**src/tts_pkg.sv**
```systemverilog
// shared types and constants for the tlv type search block
// no dependencies; imported by every module of the block
`timescale 1ns / 1ps

package tts_pkg;

	// width of the byte position and record start counters
	localparam int SIZE_BITS = 16;

	// field widths
	localparam int TYPE_W   = 16;
	localparam int LEN_W    = 16;
	localparam int STATUS_W = 2;
	localparam int CFG_IDX_W = 2;
	localparam int CFG_DATA_W = 16;

	// record header is four bytes long
	localparam logic [LEN_W-1:0] HDR_LEN = LEN_W'(4);

	// header byte phases
	localparam logic [1:0] HDR_TYPE_LO = 2'd0;
	localparam logic [1:0] HDR_TYPE_HI = 2'd1;
	localparam logic [1:0] HDR_LEN_LO  = 2'd2;
	localparam logic [1:0] HDR_LEN_HI  = 2'd3;

	// result status codes
	localparam logic [STATUS_W-1:0] ST_FOUND     = 2'd0;
	localparam logic [STATUS_W-1:0] ST_NOT_FOUND = 2'd1;
	localparam logic [STATUS_W-1:0] ST_CORRUPT   = 2'd2;
	localparam logic [STATUS_W-1:0] ST_UNHANDLED = 2'd3;

	// configuration register indexes
	localparam logic [CFG_IDX_W-1:0] CFG_WANTED_TYPE  = 2'd0;
	localparam logic [CFG_IDX_W-1:0] CFG_KNOWN_FIRST  = 2'd1;
	localparam logic [CFG_IDX_W-1:0] CFG_KNOWN_SECOND = 2'd2;

	// configuration reset values
	localparam logic [TYPE_W-1:0] WANTED_RST       = 16'd0;
	localparam logic [TYPE_W-1:0] KNOWN_FIRST_RST  = 16'd275;
	localparam logic [TYPE_W-1:0] KNOWN_SECOND_RST = 16'd298;

	typedef struct packed {
		logic [TYPE_W-1:0] wanted_type;
		logic [TYPE_W-1:0] known_type_first;
		logic [TYPE_W-1:0] known_type_second;
	} tts_cfg_t;

	typedef struct packed {
		logic [7:0]       data_byte;
		logic             first_byte;
		logic             last_byte;
		logic [LEN_W-1:0] buffer_size;
	} tts_beat_t;

	typedef struct packed {
		logic [LEN_W-1:0]     bytes_left;
		logic [1:0]           header_index;
		logic [TYPE_W-1:0]    type_shift;
		logic [LEN_W-1:0]     length_shift;
		logic [LEN_W-1:0]     skip_count;
		logic [SIZE_BITS-1:0] record_start;
		logic [SIZE_BITS-1:0] byte_position;
		logic                 search_done;
	} tts_state_t;

	typedef struct packed {
		logic [STATUS_W-1:0] status;
		logic [15:0]         record_offset;
		logic [LEN_W-1:0]    value_length;
	} tts_result_t;

endpackage

```
**src/tts_cfg_regs.sv**
```systemverilog
// configuration registers of the tlv type search block
// depends on tts_pkg for register indexes, reset values and the config struct
`timescale 1ns / 1ps

module tts_cfg_regs (
	input  logic                          clk,
	input  logic                          arst_n,
	input  logic                          cfg_valid,
	output logic                          cfg_ready,
	input  logic [tts_pkg::CFG_IDX_W-1:0] cfg_index,
	input  logic [tts_pkg::CFG_DATA_W-1:0] cfg_data,
	output tts_pkg::tts_cfg_t             cfg
);
	import tts_pkg::*;

	tts_cfg_t cfg_q;

	// writes are always taken
	assign cfg_ready = 1'b1;

	// register file, unknown indexes are dropped
	always_ff @(posedge clk or negedge arst_n) begin
		if (!arst_n) begin
			cfg_q.wanted_type       <= WANTED_RST;
			cfg_q.known_type_first  <= KNOWN_FIRST_RST;
			cfg_q.known_type_second <= KNOWN_SECOND_RST;
		end else if (cfg_valid && cfg_ready) begin
			case (cfg_index)
				CFG_WANTED_TYPE:  cfg_q.wanted_type       <= cfg_data;
				CFG_KNOWN_FIRST:  cfg_q.known_type_first  <= cfg_data;
				CFG_KNOWN_SECOND: cfg_q.known_type_second <= cfg_data;
				default: ;
			endcase
		end
	end

	assign cfg = cfg_q;

endmodule

```
**src/tts_scan.sv**
```systemverilog
// per-byte search step and search state register
// depends on tts_pkg for the beat, state, config and result types
`timescale 1ns / 1ps

module tts_scan (
	input  logic                  clk,
	input  logic                  arst_n,
	input  logic                  step_en,
	input  tts_pkg::tts_beat_t    beat,
	input  tts_pkg::tts_cfg_t     cfg,
	output logic                  emit,
	output tts_pkg::tts_result_t  result,
	output logic                  search_done
);
	import tts_pkg::*;

	tts_state_t state_q;
	tts_state_t cur;
	tts_state_t nxt;
	logic [LEN_W-1:0] len_new;
	logic [LEN_W:0]   need;
	logic [LEN_W-1:0] left_new;

	// next state and result for the byte in the input stage
	always_comb begin
		cur      = state_q;
		len_new  = {beat.data_byte, state_q.length_shift[7:0]};
		need     = {1'b0, HDR_LEN} + {1'b0, len_new};
		left_new = state_q.bytes_left - need[LEN_W-1:0];
		emit     = 1'b0;
		result   = '0;

		// first byte restarts the search
		if (beat.first_byte) begin
			cur              = '0;
			cur.bytes_left   = beat.buffer_size;
			cur.search_done  = 1'b0;
			left_new         = beat.buffer_size - need[LEN_W-1:0];
		end
		nxt = cur;

		if (beat.first_byte && (beat.buffer_size < HDR_LEN)) begin
			// buffer too short for any header
			emit          = 1'b1;
			result.status = ST_NOT_FOUND;
		end else if (!cur.search_done) begin
			nxt.byte_position = cur.byte_position + SIZE_BITS'(1);
			if (cur.skip_count != '0) begin
				// skipping value bytes
				nxt.skip_count = cur.skip_count - LEN_W'(1);
				if ((nxt.skip_count == '0) && (cur.bytes_left < HDR_LEN)) begin
					emit          = 1'b1;
					result.status = ST_NOT_FOUND;
				end
			end else begin
				// collecting header bytes
				nxt.header_index = cur.header_index + 2'd1;
				case (cur.header_index)
					HDR_TYPE_LO: begin
						nxt.record_start = cur.byte_position;
						nxt.type_shift   = {8'd0, beat.data_byte};
					end
					HDR_TYPE_HI: nxt.type_shift = {beat.data_byte, cur.type_shift[7:0]};
					HDR_LEN_LO:  nxt.length_shift = {8'd0, beat.data_byte};
					HDR_LEN_HI: begin
						nxt.length_shift = len_new;
						if (need > {1'b0, cur.bytes_left}) begin
							emit          = 1'b1;
							result.status = ST_CORRUPT;
						end else if (cur.type_shift == cfg.wanted_type) begin
							emit = 1'b1;
							if ((cur.type_shift == cfg.known_type_first) ||
							    (cur.type_shift == cfg.known_type_second)) begin
								result.status        = ST_FOUND;
								result.record_offset = 16'(cur.record_start);
								result.value_length  = len_new;
							end else begin
								result.status = ST_UNHANDLED;
							end
						end else begin
							nxt.bytes_left = left_new;
							nxt.skip_count = len_new;
							if ((len_new == '0) && (left_new < HDR_LEN)) begin
								emit          = 1'b1;
								result.status = ST_NOT_FOUND;
							end
						end
					end
					default: ;
				endcase
			end
			// early end of buffer
			if (!emit && beat.last_byte) begin
				emit          = 1'b1;
				result.status = ST_NOT_FOUND;
			end
		end

		if (emit) begin
			nxt.search_done = 1'b1;
		end
	end

	// search state register
	always_ff @(posedge clk or negedge arst_n) begin
		if (!arst_n) begin
			state_q             <= '0;
			state_q.search_done <= 1'b1;
		end else if (step_en) begin
			state_q <= nxt;
		end
	end

	assign search_done = state_q.search_done;

endmodule

```
**src/tlv_type_search_core.sv**
```systemverilog
// top level of the tlv type search block: input stage, search step, result register
// depends on tts_pkg, tts_cfg_regs and tts_scan
`timescale 1ns / 1ps

// Usage
// Buffer bytes enter on the byte channel (byte_valid/byte_stall), one byte per
// beat, with first_byte on offset 0 and buffer_size sampled with it. At most
// one result per buffer leaves on the result channel (result_valid/
// result_stall): status, record_offset and value_length.
// Each byte is taken into an input register, and the search step between that
// register and the result register handles it, so one byte a cycle is taken
// when the receiver keeps up. A result is written into the result register when
// the step handles the byte in the input register that causes it.
// When the result register holds an untaken result, the step pauses; the input
// register still takes one byte, then byte_stall rises until the result goes.
// Configuration is written through cfg_valid/cfg_ready (always ready), index
// 0 wanted type, 1 and 2 the known types; write only while the block is idle.
// Reset leaves the search idle: bytes are ignored until a first byte arrives,
// and the configuration returns to its reset values.

module tlv_type_search_core (
	input  logic                           clk,
	input  logic                           arst_n,
	// byte channel
	input  logic                           byte_valid,
	output logic                           byte_stall,
	input  logic [7:0]                     data_byte,
	input  logic                           first_byte,
	input  logic                           last_byte,
	input  logic [tts_pkg::LEN_W-1:0]      buffer_size,
	// result channel
	output logic                           result_valid,
	input  logic                           result_stall,
	output logic [tts_pkg::STATUS_W-1:0]   status,
	output logic [15:0]                    record_offset,
	output logic [tts_pkg::LEN_W-1:0]      value_length,
	// configuration channel
	input  logic                           cfg_valid,
	output logic                           cfg_ready,
	input  logic [tts_pkg::CFG_IDX_W-1:0]  cfg_index,
	input  logic [tts_pkg::CFG_DATA_W-1:0] cfg_data
);
	import tts_pkg::*;

	tts_cfg_t    cfg;
	tts_beat_t   beat_s1;
	logic        valid_s1;
	logic        advance;
	logic        emit;
	tts_result_t result;
	tts_result_t result_q;
	logic        result_valid_q;
	logic        search_done;

	// configuration registers
	tts_cfg_regs u_cfg_regs (
		.clk       (clk),
		.arst_n    (arst_n),
		.cfg_valid (cfg_valid),
		.cfg_ready (cfg_ready),
		.cfg_index (cfg_index),
		.cfg_data  (cfg_data),
		.cfg       (cfg)
	);

	// the step runs when the result register is free or being emptied
	assign advance    = valid_s1 && (!result_valid_q || !result_stall);
	assign byte_stall = valid_s1 && !advance;

	// input stage
	always_ff @(posedge clk or negedge arst_n) begin
		if (!arst_n) begin
			valid_s1 <= 1'b0;
		end else if (!byte_stall) begin
			valid_s1 <= byte_valid;
		end
	end

	always_ff @(posedge clk) begin
		if (byte_valid && !byte_stall) begin
			beat_s1.data_byte   <= data_byte;
			beat_s1.first_byte  <= first_byte;
			beat_s1.last_byte   <= last_byte;
			beat_s1.buffer_size <= buffer_size;
		end
	end

	// search step and state
	tts_scan u_scan (
		.clk         (clk),
		.arst_n      (arst_n),
		.step_en     (advance),
		.beat        (beat_s1),
		.cfg         (cfg),
		.emit        (emit),
		.result      (result),
		.search_done (search_done)
	);

	// result register
	always_ff @(posedge clk or negedge arst_n) begin
		if (!arst_n) begin
			result_valid_q <= 1'b0;
		end else if (advance) begin
			result_valid_q <= emit;
		end else if (!result_stall) begin
			result_valid_q <= 1'b0;
		end
	end

	always_ff @(posedge clk) begin
		if (advance && emit) begin
			result_q <= result;
		end
	end

	assign result_valid  = result_valid_q;
	assign status        = result_q.status;
	assign record_offset = result_q.record_offset;
	assign value_length  = result_q.value_length;

	// input only stalls behind a held result
	a_stall_cause: assert property (@(posedge clk) disable iff (!arst_n)
		byte_stall |-> (valid_s1 && result_valid_q && result_stall))
		else $error("byte stall without a held result");

	// any result closes the search
	a_done_after_result: assert property (@(posedge clk) disable iff (!arst_n)
		(advance && emit) |=> search_done)
		else $error("search still open after a result");

	// offset and length are zero unless found
	a_zero_unless_found: assert property (@(posedge clk) disable iff (!arst_n)
		(result_valid_q && (result_q.status != ST_FOUND)) |->
		((result_q.record_offset == '0) && (result_q.value_length == '0)))
		else $error("nonzero offset or length on a non-found result");

	// a finished search gives no further result without a new buffer
	a_no_result_when_done: assert property (@(posedge clk) disable iff (!arst_n)
		(advance && search_done && !beat_s1.first_byte) |-> !emit)
		else $error("result from a finished search");

endmodule

```
**config.mk**
```make
export PLATFORM = sky130hd
export DESIGN_NAME = tlv_type_search_core
export DESIGN_NICKNAME = d
export VERILOG_FILES = /design/src/tts_pkg.sv /design/src/tts_cfg_regs.sv /design/src/tts_scan.sv /design/src/tlv_type_search_core.sv
export SDC_FILE = /design/constraint.sdc
export NUM_CORES = 1
export LEC_CHECK = 0
export ABC_CLOCK_PERIOD_IN_PS = 7500
export BUFFER_PORTS_ARGS = -buffer_cell sky130_fd_sc_hd__buf_2
export CAP_MARGIN = 30
export CORE_MARGIN = 2
export CORE_UTILIZATION = 45
export CTS_BUF_LIST = sky130_fd_sc_hd__clkbuf_8 sky130_fd_sc_hd__clkbuf_16
export CTS_CLUSTER_SIZE = 14
export DETAILED_ROUTE_END_ITERATION = 10
export SYNTH_ARGS = -nofsm -noshare
export SYNTH_HDL_FRONTEND = slang
export SYNTH_SLANG_ARGS = --single-unit
```
**constraint.sdc**
```tcl
create_clock -name clk -period 7.5 [get_ports clk]
set_clock_uncertainty 0.2 [all_clocks]
set_input_delay 0.75 -clock clk [delete_from_list [all_inputs] [get_ports clk]]
set_output_delay 0.75 -clock clk [all_outputs]
set_load 0.02 [all_outputs]
```
==> flow_summary.toml <==
[setup_path]
critPathArrivalTime_ps = 5860
crit_path_cell_trace = "clkinv_1 > nor4b_1 > nand4_1 > nand3b_1 > o21ai_0 > nor2_4"
crit_type = "reg -> reg"
crit_required_ps = 7430
worstPathMaxFanout = 34
critPathCaptureType = "register"
ff2ff_setup_slack_ps = 1570
cpPeakStageDelay_ps = 1010
cp-start-kind = "register"
slowest_stage = "edfxtp_1"

[cells_and_area]
drive_gt1_frac = 0.192
num-fill-cells = 2367
antenna-diode-count = 0
fin_nets = 1332
area_growth_pct = 12.4
ff_latch_area_um2 = 5340
multi_input_area_um2 = 6000

[timing]
hold_ws_ps = 73.4
finalHoldViolations = 0
setup_viol = 0
rsz0062_at_grt = "false"
timing.final.crit_period_ps = 5930
worst_pin_slew_ps = 1010
final-max-slew-violation-count = 0
max-slew-margin-rel = 0.328
tns_ps = 0
post-route-period-util = 0.790
max_freq_ghz = 0.169

[yosys]
synth_seq_cells = 201
ys_warn_count = 0
synthCells = 1193
ys_seq_area_frac = 0.451
async_reset_ff_frac = 0.701
syn_area_um2 = 11900
synth.distinct_cells = 79
syn_nets = 1283
synth_area_per_cell_um2 = 9.94
synth_edf_count = 60
ys.flop_type = "dfrtp_1"

[power]
intPower_mw = 2.39
irDropWorstVdd_mv = 0.224
sw_frac_of_total = 0.336
seqPwrFrac = 0.423
p_leak_nw = 5.32
power_density_nw_per_um2 = 270
power_switching_mw = 1.21
pwr-share-comb = 0.255
clkPwrFrac = 0.322

[die]
coreArea_um2 = 26000
row_count = 59
die_area_um2 = 27700
die_h_um = 166
die_w_um = 166
start_util = 0.456
pin_count = 86

[run]
maxCapViolations = 0

[route]
detail_route.iter0.violations = 914
drcViolationCount = 0
ant_nets = 0
detail_route.wl_per_cell_um = 20.2
drt-pass1-iter-count = 5
totalWireLength_um = 32200
vias_per_cell = 5.97
num_vias = 9529

[grt]
antenna_found_initial = 0
grt_pass1_wl_um = 51300
grt_pass1_vias = 8953
grt_max_degree = 75
grt-ovfl-total = 0
grt_usage = 0.230

[placement]
post-dp-hpwl_um = 23000
place.gp.congestion = 0.899
port_buffers = 84

[clock_tree]
cts_tree = "yes"
cts_made_buffers = 24
clkTransAtPathRegs_ps = 60
ctsHtreeMaxLevel = 1
cts_buffer_depth = 3
post_cts_resize_count = 0
cts_root_buffer = "clkbuf_16"
post_cts_buffers = 0
numClockSinks = 201
cts_hold_buf = 0
clock_latency_ps = 520

[status]
status = "finished, final reports clean"

[worst_hold_path]
hp-class = "in -> async"
## sequential cells by signal (all words and copies together) (netlist names)
| name | count |
|---|---|
| beat_s1 | 26 |
| u_cfg_regs.cfg | 48 |
| value_length | 16 |
| result_valid | 1 |
| valid_s1 | 1 |
| u_scan.len_new | 8 |
| record_offset | 16 |
| u_scan.search_done | 1 |
| u_scan.state_q | 82 |
| status | 2 |
## worst max-delay path, delay by kind of cell, from the launching register on
family | cells | cell delay [ps]
flip-flops | 1 | 1010
AND/OR/NAND/NOR | 4 | 3070
buffers and inverters | 1 | 1000
AO/OA/AOI/OAI | 1 | 240
## metal layers
| layer | vias up | part of all wire | global-route usage |
|---|---|---|---|
| li1 | 4509 | - | - |
| met3 | 61 | 0.063 | 0.0412 |
| met5 | - | 0 | 0 |
| met1 | 4652 | 0.46 | 0.340 |
| met2 | 307 | 0.44 | 0.347 |
| met4 | 0 | 0.029 | 0.0678 |
## layout by cell type, fill, tap and decap left out, drive strengths merged, types with 11 or more instances in the layout
cell type	netlist	final
nor4bb	23	23
dfrtp	132	132
o21ai	84	84
mux2	63	63
o32ai	11	11
nand4	19	19
nor4	18	18
nand2	91	91
xnor2	43	43
nor2	102	102
a21oi	50	50
inv	58	64
nand3	28	28
nor3b	20	20
buf	14	97
mux2i	16	16
edfxtp	60	60
a22o	42	42
o31ai	11	11
clkbuf	60	31
nor3	23	23
ha	40	40
a31oi	30	30
## path summary, 6_finish.rpt
check | endpoint | depth (start not counted) | from
worst min-delay path | u_scan.state_q[31] | 1 | arst_n
worst max-delay path | record_offset[3] | 6 | beat_s1[17]
worst min register to register | u_scan.state_q[84] | 2 | u_scan.state_q[84]
max in group asynchronous | u_cfg_regs.cfg[6] | 2 | arst_n
min in group clk | beat_s1[16] | 1 | last_byte
worst max register to register | record_offset[3] | 6 | beat_s1[17]
## cell usage after synthesis, types with 7 or more instances
| cell | instances | share of area |
|---|---|---|
| o21ai_0 | 79 | 0.033 |
| nor4bb_1 | 23 | 0.019 |
| mux2_2 | 63 | 0.060 |
| nor3b_2 | 14 | 0.015 |
| a21oi_1 | 50 | 0.021 |
| nor2b_1 | 9 | 0.0047 |
| inv_1 | 58 | 0.018 |
| o32ai_1 | 11 | 0.0081 |
| dfstp_2 | 9 | 0.020 |
| edfxtp_1 | 60 | 0.15 |
| mux2i_1 | 16 | 0.014 |
| a21o_1 | 7 | 0.0044 |
| dfrtp_1 | 132 | 0.28 |
| nor3_1 | 21 | 0.0089 |
| ha_1 | 40 | 0.042 |
| a22o_1 | 42 | 0.031 |
| or2_2 | 9 | 0.0047 |
| buf_2 | 8 | 0.0034 |
| nand4_1 | 19 | 0.010 |
| a31oi_1 | 30 | 0.016 |
| nand3_1 | 27 | 0.011 |
| o31ai_1 | 11 | 0.0070 |
| o22ai_1 | 8 | 0.0042 |
| nand2_1 | 91 | 0.029 |
| o211ai_1 | 7 | 0.0044 |
| or3_1 | 7 | 0.0037 |
| nor2_1 | 100 | 0.032 |
| xnor2_1 | 43 | 0.032 |
| clkbuf_1 | 60 | 0.019 |
| nor4_1 | 17 | 0.0090 |
| and2_1 | 7 | 0.0037 |
## metrics by stage
stage | util | total power, mW | setup slack [ps] | cells | instance area, um2
floorplan | - | 2.16 | 1450 | 1193 | 11900
CTS | 0.513 | 3.62 | 1680 | 1595 | 13300
finish | 0.513 | 3.60 | 1570 | 1595 | 13300
detailed placement | 0.481 | 2.44 | 1680 | 1551 | 12500
global placement | 0.481 | 2.44 | 1820 | 1550 | 12500
global route | 0.513 | 3.81 | 1200 | 1595 | 13300
## cell type report
cell class | count | area share
sequential | 201 | 0.401
inverter | 59 | 0.0166
clock inverter | 13 | 0.00686
timing repair buffer | 97 | 0.0396
multi-input combinational | 859 | 0.450
clock buffer | 31 | 0.0540
tap | 335 | 0.0315
## power by group through the flow
stage | clock network, mW | registers (mW) | logic [mW]
5_1_grt | 1.24 | 1.55 | 1.02
2_1_floorplan | 0 | 1.44 | 0.721
3_5_place_dp | 0 | 1.54 | 0.906
6_report | 1.16 | 1.52 | 0.917
4_1_cts | 1.19 | 1.52 | 0.910
3_3_place_gp | 0 | 1.53 | 0.903
## logic make-up after synthesis
kind of cell,count (synthesis),share of synthesized area
adder cells (fa/ha/maj),41,0.0439
other,1,0.000316
multiplexers,79,0.0734
XOR/XNOR,46,0.0340
AND/OR/NAND/NOR,393,0.186
flip-flops,201,0.451
AO/OA/AOI/OAI,299,0.167
buffers and inverters,133,0.0449
Note: power is estimated with default switching activity, not from simulation.
